<file path="config.mk">
export PLATFORM = sky130hd
export DESIGN_NAME = lfu_cache_table_core
export DESIGN_NICKNAME = d
export VERILOG_FILES = /design/src/rtl/core/lfuc_pkg.sv /design/src/rtl/core/lfu_cache_table_core.sv
export SDC_FILE = /design/constraint.sdc
export NUM_CORES = 2
export LEC_CHECK = 0
export BUFFER_PORTS_ARGS = -buffer_cell sky130_fd_sc_hd__buf_2
export CAP_MARGIN = 20
export CORE_MARGIN = 3
export CORE_UTILIZATION = 30
export DETAILED_ROUTE_END_ITERATION = 6
export HOLD_SLACK_MARGIN = 0.15
export SETUP_SLACK_MARGIN = 0.1
export SYNTH_ARGS = -nofsm -noshare
export SYNTH_HDL_FRONTEND = slang
export SYNTH_SLANG_ARGS = --single-unit
</file>
<file path="constraint.sdc">
create_clock -name clk -period 33.4 [get_ports clk]
set_input_delay 5.01 -clock clk [delete_from_list [all_inputs] [get_ports clk]]
set_output_delay 5.01 -clock clk [all_outputs]
set_load 0.02 [all_outputs]
</file>
<file path="src/rtl/core/lfuc_pkg.sv">
`timescale 1ns / 1ps
// ----------------------------------------------------------------------------
// lfuc_pkg
// Shared widths and codes for the LFU cache table core.
// ----------------------------------------------------------------------------
package lfuc_pkg;

  localparam int unsigned CFG_W      = 5;
  localparam int unsigned KEY_PORT_W = 64;
  localparam int unsigned VAL_PORT_W = 64;
  localparam int unsigned COUNT_W    = 32;
  localparam int unsigned STAMP_W    = 32;

  localparam logic [CFG_W-1:0]   CAP_RESET = 5'd16;
  localparam logic [COUNT_W-1:0] COUNT_MAX = 32'hFFFF_FFFF;

  // Request kinds carried on in_tuser.
  localparam logic ACT_GET = 1'b0;
  localparam logic ACT_SET = 1'b1;

  typedef logic [COUNT_W-1:0] count_t;
  typedef logic [STAMP_W-1:0] stamp_t;

endpackage

</file>
<file path="src/rtl/core/lfu_cache_table_core.sv">
`timescale 1ns / 1ps
// ----------------------------------------------------------------------------
// lfu_cache_table_core
// Key-value table with least-frequently-used replacement and oldest-count
// tie break, scanned one entry per cycle by a small sequencer.
// ----------------------------------------------------------------------------
// Usage:
//   Input channel (in_*): one request per handshake. in_tuser carries the
//   kind (get or set), in_tdata the key and the value to store.
//   Result channel (out_*): exactly one result per request, in order.
//   out_tuser flags a hit and an eviction, out_tdata carries the value read
//   on a get hit and the key of the evicted entry.
//   Configuration: cfg_wr_en writes cfg_wr_data into the capacity register;
//   write it only while no request is in flight.
//   Timing: a request is scanned against the table one entry per cycle
//   through a single read port on the table memories and one shared
//   match/victim compare unit. The result is registered when the finished
//   scan commits; in_tready rises with it, so a new request is accepted
//   only after the previous one has committed.
//   Stalls: the result sits in an output register, so a new request is
//   taken while it waits. A finished scan holds its table update until the
//   output register is free.
//   Reset (rst_n low, synchronous): all entries become invalid, the use
//   clock returns to zero and the capacity register to 16.
// ----------------------------------------------------------------------------
module lfu_cache_table_core
  import lfuc_pkg::*;
#(
  parameter int unsigned CAPACITY   = 16,
  parameter int unsigned KEY_BITS   = 64,
  parameter int unsigned VALUE_BITS = 64
) (
  input  logic             clk,
  input  logic             rst_n,
  input  logic             cfg_wr_en,
  input  logic [CFG_W-1:0] cfg_wr_data,  // capacity_in_use
  input  logic             in_tvalid,
  output logic             in_tready,
  input  logic [127:0]     in_tdata,     // lookup_key [63:0], write_value [127:64]
  input  logic [0:0]       in_tuser,     // action [0]
  output logic             out_tvalid,
  input  logic             out_tready,
  output logic [127:0]     out_tdata,    // read_value [63:0], evicted_key [127:64]
  output logic [1:0]       out_tuser     // found [0], evicted [1]
);

  localparam int unsigned IDX_W  = (CAPACITY > 1) ? $clog2(CAPACITY) : 1;
  localparam int unsigned FILL_W = $clog2(CAPACITY + 1);
  localparam int unsigned CMP_W  = (FILL_W > CFG_W) ? FILL_W : CFG_W;
  localparam logic [IDX_W-1:0] LAST_IDX = IDX_W'(CAPACITY - 1);

  localparam logic [1:0] ST_IDLE   = 2'd0;
  localparam logic [1:0] ST_SCAN   = 2'd1;
  localparam logic [1:0] ST_FINISH = 2'd2;

  // Table memories.
  logic [KEY_BITS-1:0]   key_mem   [CAPACITY];
  logic [VALUE_BITS-1:0] val_mem   [CAPACITY];
  count_t                cnt_mem   [CAPACITY];
  stamp_t                stamp_mem [CAPACITY];

  logic [KEY_BITS-1:0]   rd_key_r;
  logic [VALUE_BITS-1:0] rd_val_r;
  count_t                rd_cnt_r;
  stamp_t                rd_stamp_r;

  logic [1:0]            state_r, state_nxt;
  logic [CFG_W-1:0]      cap_r, cap_nxt;
  logic [CAPACITY-1:0]   valid_r, valid_nxt;
  stamp_t                clk_stamp_r, clk_stamp_nxt;

  logic                  req_set_r, req_set_nxt;
  logic [KEY_BITS-1:0]   req_key_r, req_key_nxt;
  logic [VALUE_BITS-1:0] req_val_r, req_val_nxt;

  logic [IDX_W-1:0]      issue_idx_r, issue_idx_nxt;
  logic                  issue_done_r, issue_done_nxt;
  logic                  rd_vld_r, rd_vld_nxt;
  logic [IDX_W-1:0]      rd_idx_r, rd_idx_nxt;

  logic                  hit_r, hit_nxt;
  logic [IDX_W-1:0]      hit_idx_r, hit_idx_nxt;
  logic [VALUE_BITS-1:0] hit_val_r, hit_val_nxt;
  count_t                hit_cnt_r, hit_cnt_nxt;
  logic                  free_r, free_nxt;
  logic [IDX_W-1:0]      free_idx_r, free_idx_nxt;
  logic                  vic_r, vic_nxt;
  logic [IDX_W-1:0]      vic_idx_r, vic_idx_nxt;
  logic [KEY_BITS-1:0]   vic_key_r, vic_key_nxt;
  count_t                best_cnt_r, best_cnt_nxt;
  stamp_t                best_age_r, best_age_nxt;
  logic [FILL_W-1:0]     fill_r, fill_nxt;

  logic                  out_valid_r, out_valid_nxt;
  logic                  out_found_r, out_found_nxt;
  logic                  out_evict_r, out_evict_nxt;
  logic [VAL_PORT_W-1:0] out_val_r, out_val_nxt;
  logic [KEY_PORT_W-1:0] out_key_r, out_key_nxt;

  // Shared compare unit and table write port.
  stamp_t                age;
  logic                  key_match, vic_better;
  logic [CMP_W-1:0]      cap_ext, eff_cap;
  logic                  commit, evict;
  logic                  wr_key_en, wr_val_en, wr_cnt_en, wr_stamp_en;
  logic [IDX_W-1:0]      wr_idx;
  count_t                wr_cnt;
  stamp_t                wr_stamp;

  assign age        = clk_stamp_r - rd_stamp_r;
  assign key_match  = (rd_key_r == req_key_r);
  assign vic_better = !vic_r || (rd_cnt_r < best_cnt_r) ||
                      ((rd_cnt_r == best_cnt_r) && (age > best_age_r));

  assign cap_ext = CMP_W'(cap_r);
  always_comb begin
    if (cap_r == '0) begin
      eff_cap = CMP_W'(1);
    end else if (cap_ext > CMP_W'(CAPACITY)) begin
      eff_cap = CMP_W'(CAPACITY);
    end else begin
      eff_cap = cap_ext;
    end
  end

  assign commit = (state_r == ST_FINISH) && (!out_valid_r || out_tready);
  assign evict  = (CMP_W'(fill_r) >= eff_cap) || !free_r;

  always_comb begin
    state_nxt      = state_r;
    cap_nxt        = cfg_wr_en ? cfg_wr_data : cap_r;
    valid_nxt      = valid_r;
    clk_stamp_nxt  = clk_stamp_r;
    req_set_nxt    = req_set_r;
    req_key_nxt    = req_key_r;
    req_val_nxt    = req_val_r;
    issue_idx_nxt  = issue_idx_r;
    issue_done_nxt = issue_done_r;
    rd_vld_nxt     = 1'b0;
    rd_idx_nxt     = issue_idx_r;
    hit_nxt        = hit_r;
    hit_idx_nxt    = hit_idx_r;
    hit_val_nxt    = hit_val_r;
    hit_cnt_nxt    = hit_cnt_r;
    free_nxt       = free_r;
    free_idx_nxt   = free_idx_r;
    vic_nxt        = vic_r;
    vic_idx_nxt    = vic_idx_r;
    vic_key_nxt    = vic_key_r;
    best_cnt_nxt   = best_cnt_r;
    best_age_nxt   = best_age_r;
    fill_nxt       = fill_r;
    out_valid_nxt  = out_valid_r && !out_tready;
    out_found_nxt  = out_found_r;
    out_evict_nxt  = out_evict_r;
    out_val_nxt    = out_val_r;
    out_key_nxt    = out_key_r;
    wr_key_en      = 1'b0;
    wr_val_en      = 1'b0;
    wr_cnt_en      = 1'b0;
    wr_stamp_en    = 1'b0;
    wr_idx         = hit_idx_r;
    wr_cnt         = hit_cnt_r + count_t'(1);
    wr_stamp       = clk_stamp_r + stamp_t'(1);

    case (state_r)
      ST_IDLE: begin
        if (in_tvalid) begin
          state_nxt      = ST_SCAN;
          req_set_nxt    = in_tuser[0];
          req_key_nxt    = in_tdata[KEY_BITS-1:0];
          req_val_nxt    = in_tdata[KEY_PORT_W +: VALUE_BITS];
          issue_idx_nxt  = '0;
          issue_done_nxt = 1'b0;
          hit_nxt        = 1'b0;
          free_nxt       = 1'b0;
          vic_nxt        = 1'b0;
          fill_nxt       = '0;
        end
      end
      ST_SCAN: begin
        if (!issue_done_r) begin
          rd_vld_nxt = 1'b1;
          if (issue_idx_r == LAST_IDX) begin
            issue_done_nxt = 1'b1;
          end else begin
            issue_idx_nxt = issue_idx_r + IDX_W'(1);
          end
        end
        if (rd_vld_r) begin
          if (valid_r[rd_idx_r]) begin
            fill_nxt = fill_r + FILL_W'(1);
            if (!hit_r && key_match) begin
              hit_nxt     = 1'b1;
              hit_idx_nxt = rd_idx_r;
              hit_val_nxt = rd_val_r;
              hit_cnt_nxt = rd_cnt_r;
            end
            if (vic_better) begin
              vic_nxt      = 1'b1;
              vic_idx_nxt  = rd_idx_r;
              vic_key_nxt  = rd_key_r;
              best_cnt_nxt = rd_cnt_r;
              best_age_nxt = age;
            end
          end else if (!free_r) begin
            free_nxt     = 1'b1;
            free_idx_nxt = rd_idx_r;
          end
          if (rd_idx_r == LAST_IDX) begin
            state_nxt = ST_FINISH;
          end
        end
      end
      ST_FINISH: begin
        if (commit) begin
          state_nxt     = ST_IDLE;
          out_valid_nxt = 1'b1;
          out_found_nxt = hit_r;
          out_evict_nxt = 1'b0;
          out_val_nxt   = '0;
          out_key_nxt   = '0;
          if (hit_r) begin
            wr_idx    = hit_idx_r;
            wr_val_en = req_set_r;
            if (req_set_r == ACT_GET) begin
              out_val_nxt = VAL_PORT_W'(hit_val_r);
            end
            // A saturated count keeps its stamp and does not advance the clock.
            if (hit_cnt_r != COUNT_MAX) begin
              wr_cnt_en     = 1'b1;
              wr_stamp_en   = 1'b1;
              clk_stamp_nxt = wr_stamp;
            end
          end else if (req_set_r == ACT_SET) begin
            wr_idx        = evict ? vic_idx_r : free_idx_r;
            wr_key_en     = 1'b1;
            wr_val_en     = 1'b1;
            wr_cnt_en     = 1'b1;
            wr_stamp_en   = 1'b1;
            wr_cnt        = count_t'(1);
            clk_stamp_nxt = wr_stamp;
            valid_nxt[wr_idx] = 1'b1;
            if (evict) begin
              out_evict_nxt = 1'b1;
              out_key_nxt   = KEY_PORT_W'(vic_key_r);
            end
          end
        end
      end
      default: begin
        state_nxt = ST_IDLE;
      end
    endcase
  end

  always_ff @(posedge clk) begin
    if (!rst_n) begin
      state_r      <= ST_IDLE;
      cap_r        <= CAP_RESET;
      valid_r      <= '0;
      clk_stamp_r  <= '0;
      issue_done_r <= 1'b0;
      rd_vld_r     <= 1'b0;
      out_valid_r  <= 1'b0;
    end else begin
      state_r      <= state_nxt;
      cap_r        <= cap_nxt;
      valid_r      <= valid_nxt;
      clk_stamp_r  <= clk_stamp_nxt;
      issue_done_r <= issue_done_nxt;
      rd_vld_r     <= rd_vld_nxt;
      out_valid_r  <= out_valid_nxt;
    end
  end

  always_ff @(posedge clk) begin
    req_set_r   <= req_set_nxt;
    req_key_r   <= req_key_nxt;
    req_val_r   <= req_val_nxt;
    issue_idx_r <= issue_idx_nxt;
    rd_idx_r    <= rd_idx_nxt;
    hit_r       <= hit_nxt;
    hit_idx_r   <= hit_idx_nxt;
    hit_val_r   <= hit_val_nxt;
    hit_cnt_r   <= hit_cnt_nxt;
    free_r      <= free_nxt;
    free_idx_r  <= free_idx_nxt;
    vic_r       <= vic_nxt;
    vic_idx_r   <= vic_idx_nxt;
    vic_key_r   <= vic_key_nxt;
    best_cnt_r  <= best_cnt_nxt;
    best_age_r  <= best_age_nxt;
    fill_r      <= fill_nxt;
    out_found_r <= out_found_nxt;
    out_evict_r <= out_evict_nxt;
    out_val_r   <= out_val_nxt;
    out_key_r   <= out_key_nxt;
  end

  // One read port scanning the table, one write port for the update.
  always_ff @(posedge clk) begin
    rd_key_r   <= key_mem[issue_idx_r];
    rd_val_r   <= val_mem[issue_idx_r];
    rd_cnt_r   <= cnt_mem[issue_idx_r];
    rd_stamp_r <= stamp_mem[issue_idx_r];
    if (wr_key_en) begin
      key_mem[wr_idx] <= req_key_r;
    end
    if (wr_val_en) begin
      val_mem[wr_idx] <= req_val_r;
    end
    if (wr_cnt_en) begin
      cnt_mem[wr_idx] <= wr_cnt;
    end
    if (wr_stamp_en) begin
      stamp_mem[wr_idx] <= wr_stamp;
    end
  end

  assign in_tready  = (state_r == ST_IDLE);
  assign out_tvalid = out_valid_r;
  assign out_tdata  = {out_key_r, out_val_r};
  assign out_tuser  = {out_evict_r, out_found_r};

  a_evict_not_hit: assert property (@(posedge clk) disable iff (!rst_n)
    out_valid_r && out_evict_r |-> !out_found_r)
    else $error("eviction reported together with a hit");

  a_valid_grows: assert property (@(posedge clk) disable iff (!rst_n)
    1'b1 |=> $countones(valid_r) >= $past($countones(valid_r)))
    else $error("valid entry count decreased");

  a_evict_keeps_fill: assert property (@(posedge clk) disable iff (!rst_n)
    commit && !hit_r && req_set_r && evict |=>
      $countones(valid_r) == $past($countones(valid_r)))
    else $error("eviction changed the number of valid entries");

  a_stamp_step: assert property (@(posedge clk) disable iff (!rst_n)
    1'b1 |=> (clk_stamp_r == $past(clk_stamp_r)) ||
             (clk_stamp_r == $past(clk_stamp_r) + stamp_t'(1)))
    else $error("use clock advanced by more than one");

  a_busy_after_accept: assert property (@(posedge clk) disable iff (!rst_n)
    in_tvalid && in_tready |=> !in_tready)
    else $error("new request accepted during a scan");

endmodule
</file>
# [After elaboration in Yosys (flattened, before gate mapping)]
# Memories as Yosys holds them, arrays and structs flattened. A register that Yosys moved wholly into a read port is not among the register bits.
# Cells that the tools add are included.
[word_totals] reg_bits=569 ram_bits=3072 input_bits=139 wordCells=171 memories=4
[classes] addsub=5 n_lt_le_gt_ge=7 eq_ne=18 muxes=67 bitwise=6 n_reduce_logical=36
[memory_table] name="key_mem" depth=16 width=64 rd=1 rd_ports_with_merged_regs=1 wr=1 line_no="lfu_cache_table_core.sv:57" source="logic [KEY_BITS-1:0] key_mem [CAPACITY];"
[memory_table] name="val_mem" depth=16 width=64 rd=1 rd_ports_with_merged_regs=1 wr=1 line_no="lfu_cache_table_core.sv:58" source="logic [VALUE_BITS-1:0] val_mem [CAPACITY];"
[memory_table] name="cnt_mem" depth=16 width=32 rd=1 rd_ports_with_merged_regs=1 wr=1 line_no="lfu_cache_table_core.sv:59" source="count_t cnt_mem [CAPACITY];"
[memory_table] name="stamp_mem" depth=16 width=32 rd=1 rd_ports_with_merged_regs=1 wr=1 line_no="lfu_cache_table_core.sv:60" source="stamp_t stamp_mem [CAPACITY];"
[ops] operator="two-way mux 32 bit" count=7
[ops] operator="adder 32 x 1 -> 32 bit, second input constant" count=2
[ops] operator="equality test 64 bit" count=1
[ops] operator="AND reduction 4 bit" count=9
[ops] operator="two-way mux 1 bit" count=34
[ops] operator="equality test 32 bit" count=1
[ops] operator="> comparator 32 bit" count=1
[ops] operator="less-than comparator 32 bit" count=1
[ops] operator="two-way mux 4 bit" count=8
[ops] operator="!= test 32 bit, second input constant" count=1
[ops] operator="subtractor 32 bit" count=1
[ops] operator="two-way mux 5 bit" count=5
[ops] operator="!= test 2 bit, second input constant" count=10
[ops] operator="bitwise OR 16 bit" count=1
[ops] operator="less-than comparator 4 x 5 -> 1 bit, second input constant" count=2
[ops] operator="one-hot mux 5 bit (2 select lines)" count=1
[ops] operator="AND reduction 5 bit" count=2
[ops] operator="equality test 4 bit, second input constant" count=2
[ops] operator="two-way mux 2 bit" count=4
[ops] operator="one-hot mux 1 bit (2 select lines)" count=4
[ops] operator="one-hot mux 4 bit (2 select lines)" count=1
[ops] operator="AND reduction 2 bit" count=4
[ops] operator="one-hot mux 2 bit (3 select lines)" count=1
[ops] operator="adder 5 x 1 -> 5 bit, second input constant" count=1
[ops] operator="other kinds (18)" count=35

# [Longest topological paths before layout]
[depth] word_depth=11 depth_mapped=20 mapped_depth_nobuf=20

# [Worst setup path after synthesis]
# No wires, ideal clock.
[synth_timing] path_kind="in2reg" start="input port out_tready" end="memory cnt_mem[0][0] (netlist bit) (enable)" arrival_time_ns=17.454 t_required_ns=32.835 slack_ns=15.381 stages=9 n_path_buf=3 path_cell_list="nand2b_1 -> nor2b_1 -> nand2_1 -> nor2_1 -> clkbuf_1 -> clkbuf_1 -> a21oi_1 -> clkbuf_1 -> nor3_1"
[synth_via] elab_chain_cells=6
[synth_rtl] item="start, declared" line_no="lfu_cache_table_core.sv:42" source="input logic out_tready,"
[synth_rtl] item="logical OR 1 bit *" line_no="lfu_cache_table_core.sv:126" source="assign commit = (state_r == ST_FINISH) && (!out_valid_r || out_tready);"
[synth_rtl] item="logical AND 1 bit *" line_no="lfu_cache_table_core.sv:126"
[synth_rtl] item="two-way mux 1 bit" line_no="lfu_cache_table_core.sv:216" source="if (commit) begin"
[synth_rtl] item="two-way mux 1 bit" line_no="lfu_cache_table_core.sv:166" source="case (state_r)"
[synth_rtl] item="two-way mux 1 bit" line_no="lfu_cache_table_core.sv:313" source="if (wr_cnt_en) begin"
[synth_rtl] item="two-way mux 1 bit (implied by the code)" line_no="lfu_cache_table_core.sv:314" source="cnt_mem[wr_idx] <= wr_cnt;"
[synth_rtl] item="end, declared" line_no="lfu_cache_table_core.sv:59"
# Every way passes the cells marked *; elsewhere a longest branch is shown, timed or not.

# [Worst setup path in the final report]
[layout_timing] start="input port out_tready" end="memory cnt_mem[10][11] (netlist bit) (enable)"
# The elaborated chain is that of the path after synthesis.

==> summary.md <==
| Metric | Value |
|---|---|
| Final hold vios | `0` |
| Most frequent cells in the layout | `3579 x edfxtp_1, 965 x mux4_2, 382 x clkbuf_16` |
| Commonest non-fill, non-tap cell in the layout | `edfxtp_1` |
| Top-level I/O count | `271` |
| Core ar. | `475000 sq um` |
| Hold-fix buffers, CTS | `0` |
| Final ANT Viol Nets | `0` |
| Ratio of cells with drive above 1 in the final layout | `0.289` |
| H-tree levels | `5` |
| Die Area | `486000 sq um` |
| Post_cts resized | `0` |
| Via-to-Cell Ratio | `4.77` |
| Total routed wirelength | `333 mm` |
| Port bufs | `270` |
| Status | `completed` |
| Worst path required time | `33.93 ns` |
| Sequential element share of the synthesized area | `0.785` |
| Relative slew margins | `0.228` |
| Register area | `113000 sq um` |
| Detailed Place HPWL | `191 mm` |
| Syn_nets | `6528` |
| Vias in the first global route | `68.2k` |
| Maximum fanout along the worst path | `47` |
| Post-synth EDFFs | `3579` |
| Fillcell total | `43.6k` |
| Die Y | `697 um` |
| Placer congestion estimate | `0.762` |
| Total grt overflow | `0` |
| Worst path arrival time | `9.18 ns` |
| Initial DRC Count | `5953` |
| Nets@finish | `7093` |
| Clock sink count | `3833` |
| Worst reg-to-reg path cell count | `19` |
| RSZ-0062 raised after global routing | `false` |
| Minimum clock period | `8.65 ns` |
| Chip width | `697 um` |
| Clk pin slew, worst setup/hold paths | `0.06 ns` |
| Peak supply drop | `0.0000483 V` |
| Hold Crit Depth | `0` |
| Pre-antenna DRT Iters | `7` |
| Footprint of the multi-input gates | `29700 sq um` |
| Drt drc | `0` |
| HP Class | `reg2reg` |
| Tightest Pin Transition | `1.16 ns` |
| Setup Skew | `0.106 ns` |
| Via count | `64.7k` |
| Asr flop ratio synth | `0` |
| Site row count | `253` |
| Initial antenna violation count | `34` |
| Synth Register Bits | `3833` |
| Post-synth top flop | `edfxtp_1` |
| First-pass GRT wire length | `486 mm` |
| Syn Area/Cell | `22.8 sq um` |
| Clk root buf | `clkbuf_16` |
| Post-CTS setup buffer count | `0` |
| Slew Viols, Final | `0` |
| Setup Total Neg Slack | `0 ns` |
| Crit. End Element | `flop` |
| Fin crit share | `0.259` |
| CTS tree | `yes` |
| Cell Area, Synth | `143000 sq um` |
| Final Power | `10.3 mW` |
| Netlist cell types | `69` |
| Routed len/inst | `24.5 um` |
| Setup Viol. Count Final | `0` |
| Mapped Cells | `6284` |
| Leakage power | `53.6 nW` |
| Number of max-cap violations | `0` |
| All-Layer GR Usage | `0.134` |
| Ys Warns | `0` |
| Largest net degree at the start of global routing | `145` |
| Clock Path Buffers | `4` |
| Critical path class | `in2reg` |
| Crit start category | `primary input` |
| PD cells | `62.1 nW/um^2` |
| Max Freq | `116 MHz` |
| Cts bufs inserted | `379` |
| Initial Utilization | `0.302` |
| Worst-Skew Late Latency | `1.00 ns` |
| Layout area overhead | `16.0%` |
-- layer usage --
layer	up-vias	global-route usage	wire length, um
li1	27313	-	-
met1	34981	0.182	142000
met2	1969	0.222	163000
met3	434	0.0233	20700
met4	12	0.0336	7610
met5	-	0	68
-- state kept, by name, summed over array words and instances, names as in the netlist, 64 cells and up --
register / count
cnt_mem: 512
hit_val_r: 64
key_mem: 1024
out_key_r: 64
out_val_r: 64
rd_key_r: 64
rd_val_r: 64
req_key_r: 64
req_val_r: 64
stamp_mem: 512
val_mem: 1024
vic_key_r: 64
-- layout make-up --
class,instances,share of cell area
clock inverters,186,0.0132
diodes,16,0.000241
well taps,6375,0.0480
clock buffers,524,0.0634
repair buffers,452,0.0175
multi-input cells,2063,0.178
inverters,120,0.00271
flip-flops and latches,3833,0.677
-- synthesized netlist by cell type, types with 36 or more instances --
cell type  instances  area share
a21o_1            48      0.0025
xnor2_1           84      0.0051
nor2_1            96      0.0025
nor3_1            64      0.0022
nand4_1           36      0.0016
o21ai_0           40      0.0014
xor2_1            76      0.0046
nand2_1           81      0.0021
and2_1           156      0.0068
buf_1             59      0.0015
dfxtp_1          254       0.035
inv_1            120      0.0031
mux4_2           965        0.15
clkbuf_1         204      0.0053
a21oi_1           50      0.0017
edfxtp_1        3579        0.75
ha_1             104      0.0091
nand3_1           38      0.0013
-- per-stage QoR --
step           std cells   util  setup WS, ns  area, sq um  hold WS (ns)
4_1_cts            13535  0.349         24.87       166000         0.403
3_3_place_gp       12816  0.322         23.76       153000         0.388
5_1_grt            13554  0.350         24.58       166000         0.408
6_report           13569  0.350         24.75       166000         0.403
3_5_place_dp       12825  0.323         23.85       153000         0.389
2_1_floorplan       6284      -         15.38       143000         0.346
-- kinds of logic (layout without fill, tap and decap cells) --
logic type                 count (synthesis)  after routing  synth area share
AOI/OAI and AO/OA                        239            239            0.0112
DFF                                     3833           3833             0.785
buffers and inverters                    388           1282            0.0103
and+or+nand+nor                          582            582            0.0220
adders and majority gates                105            105           0.00922
other                                      0             16                 0
muxes                                    977            977             0.152
xor gates and xnor gates                 160            160           0.00977
-- report_power, final --
group / internal (mW) / switching (mW)
clock network: 2.49 / 1.82
logic: 0.306 / 0.316
registers: 5.31 / 0.0896
total: 8.10 / 2.23
-- path summary, 6_finish.rpt --
check                                     from              end  slack [ns]
worst min register to register    rd_val_r[39]    hit_val_r[39]        0.40
worst min-delay path              rd_val_r[39]    hit_val_r[39]        0.40
worst max register to register  clk_stamp_r[0]    vic_key_r[12]       26.21
worst max-delay path                out_tready  cnt_mem[10][11]       24.75
-- critical path, cell delays in order --
cell and delay [ns]:
buf_2 0.07, nand2b_1 0.38, nor2b_4 0.33, nand2_1 0.18, nor2_4 0.12, buf_4 0.62, nor2_1 0.19, a21o_1 0.41
buf_4 0.33, nor3_2 0.18, buf_4 0.70, buf_4 0.59
Power figures use the tool's default switching activity.
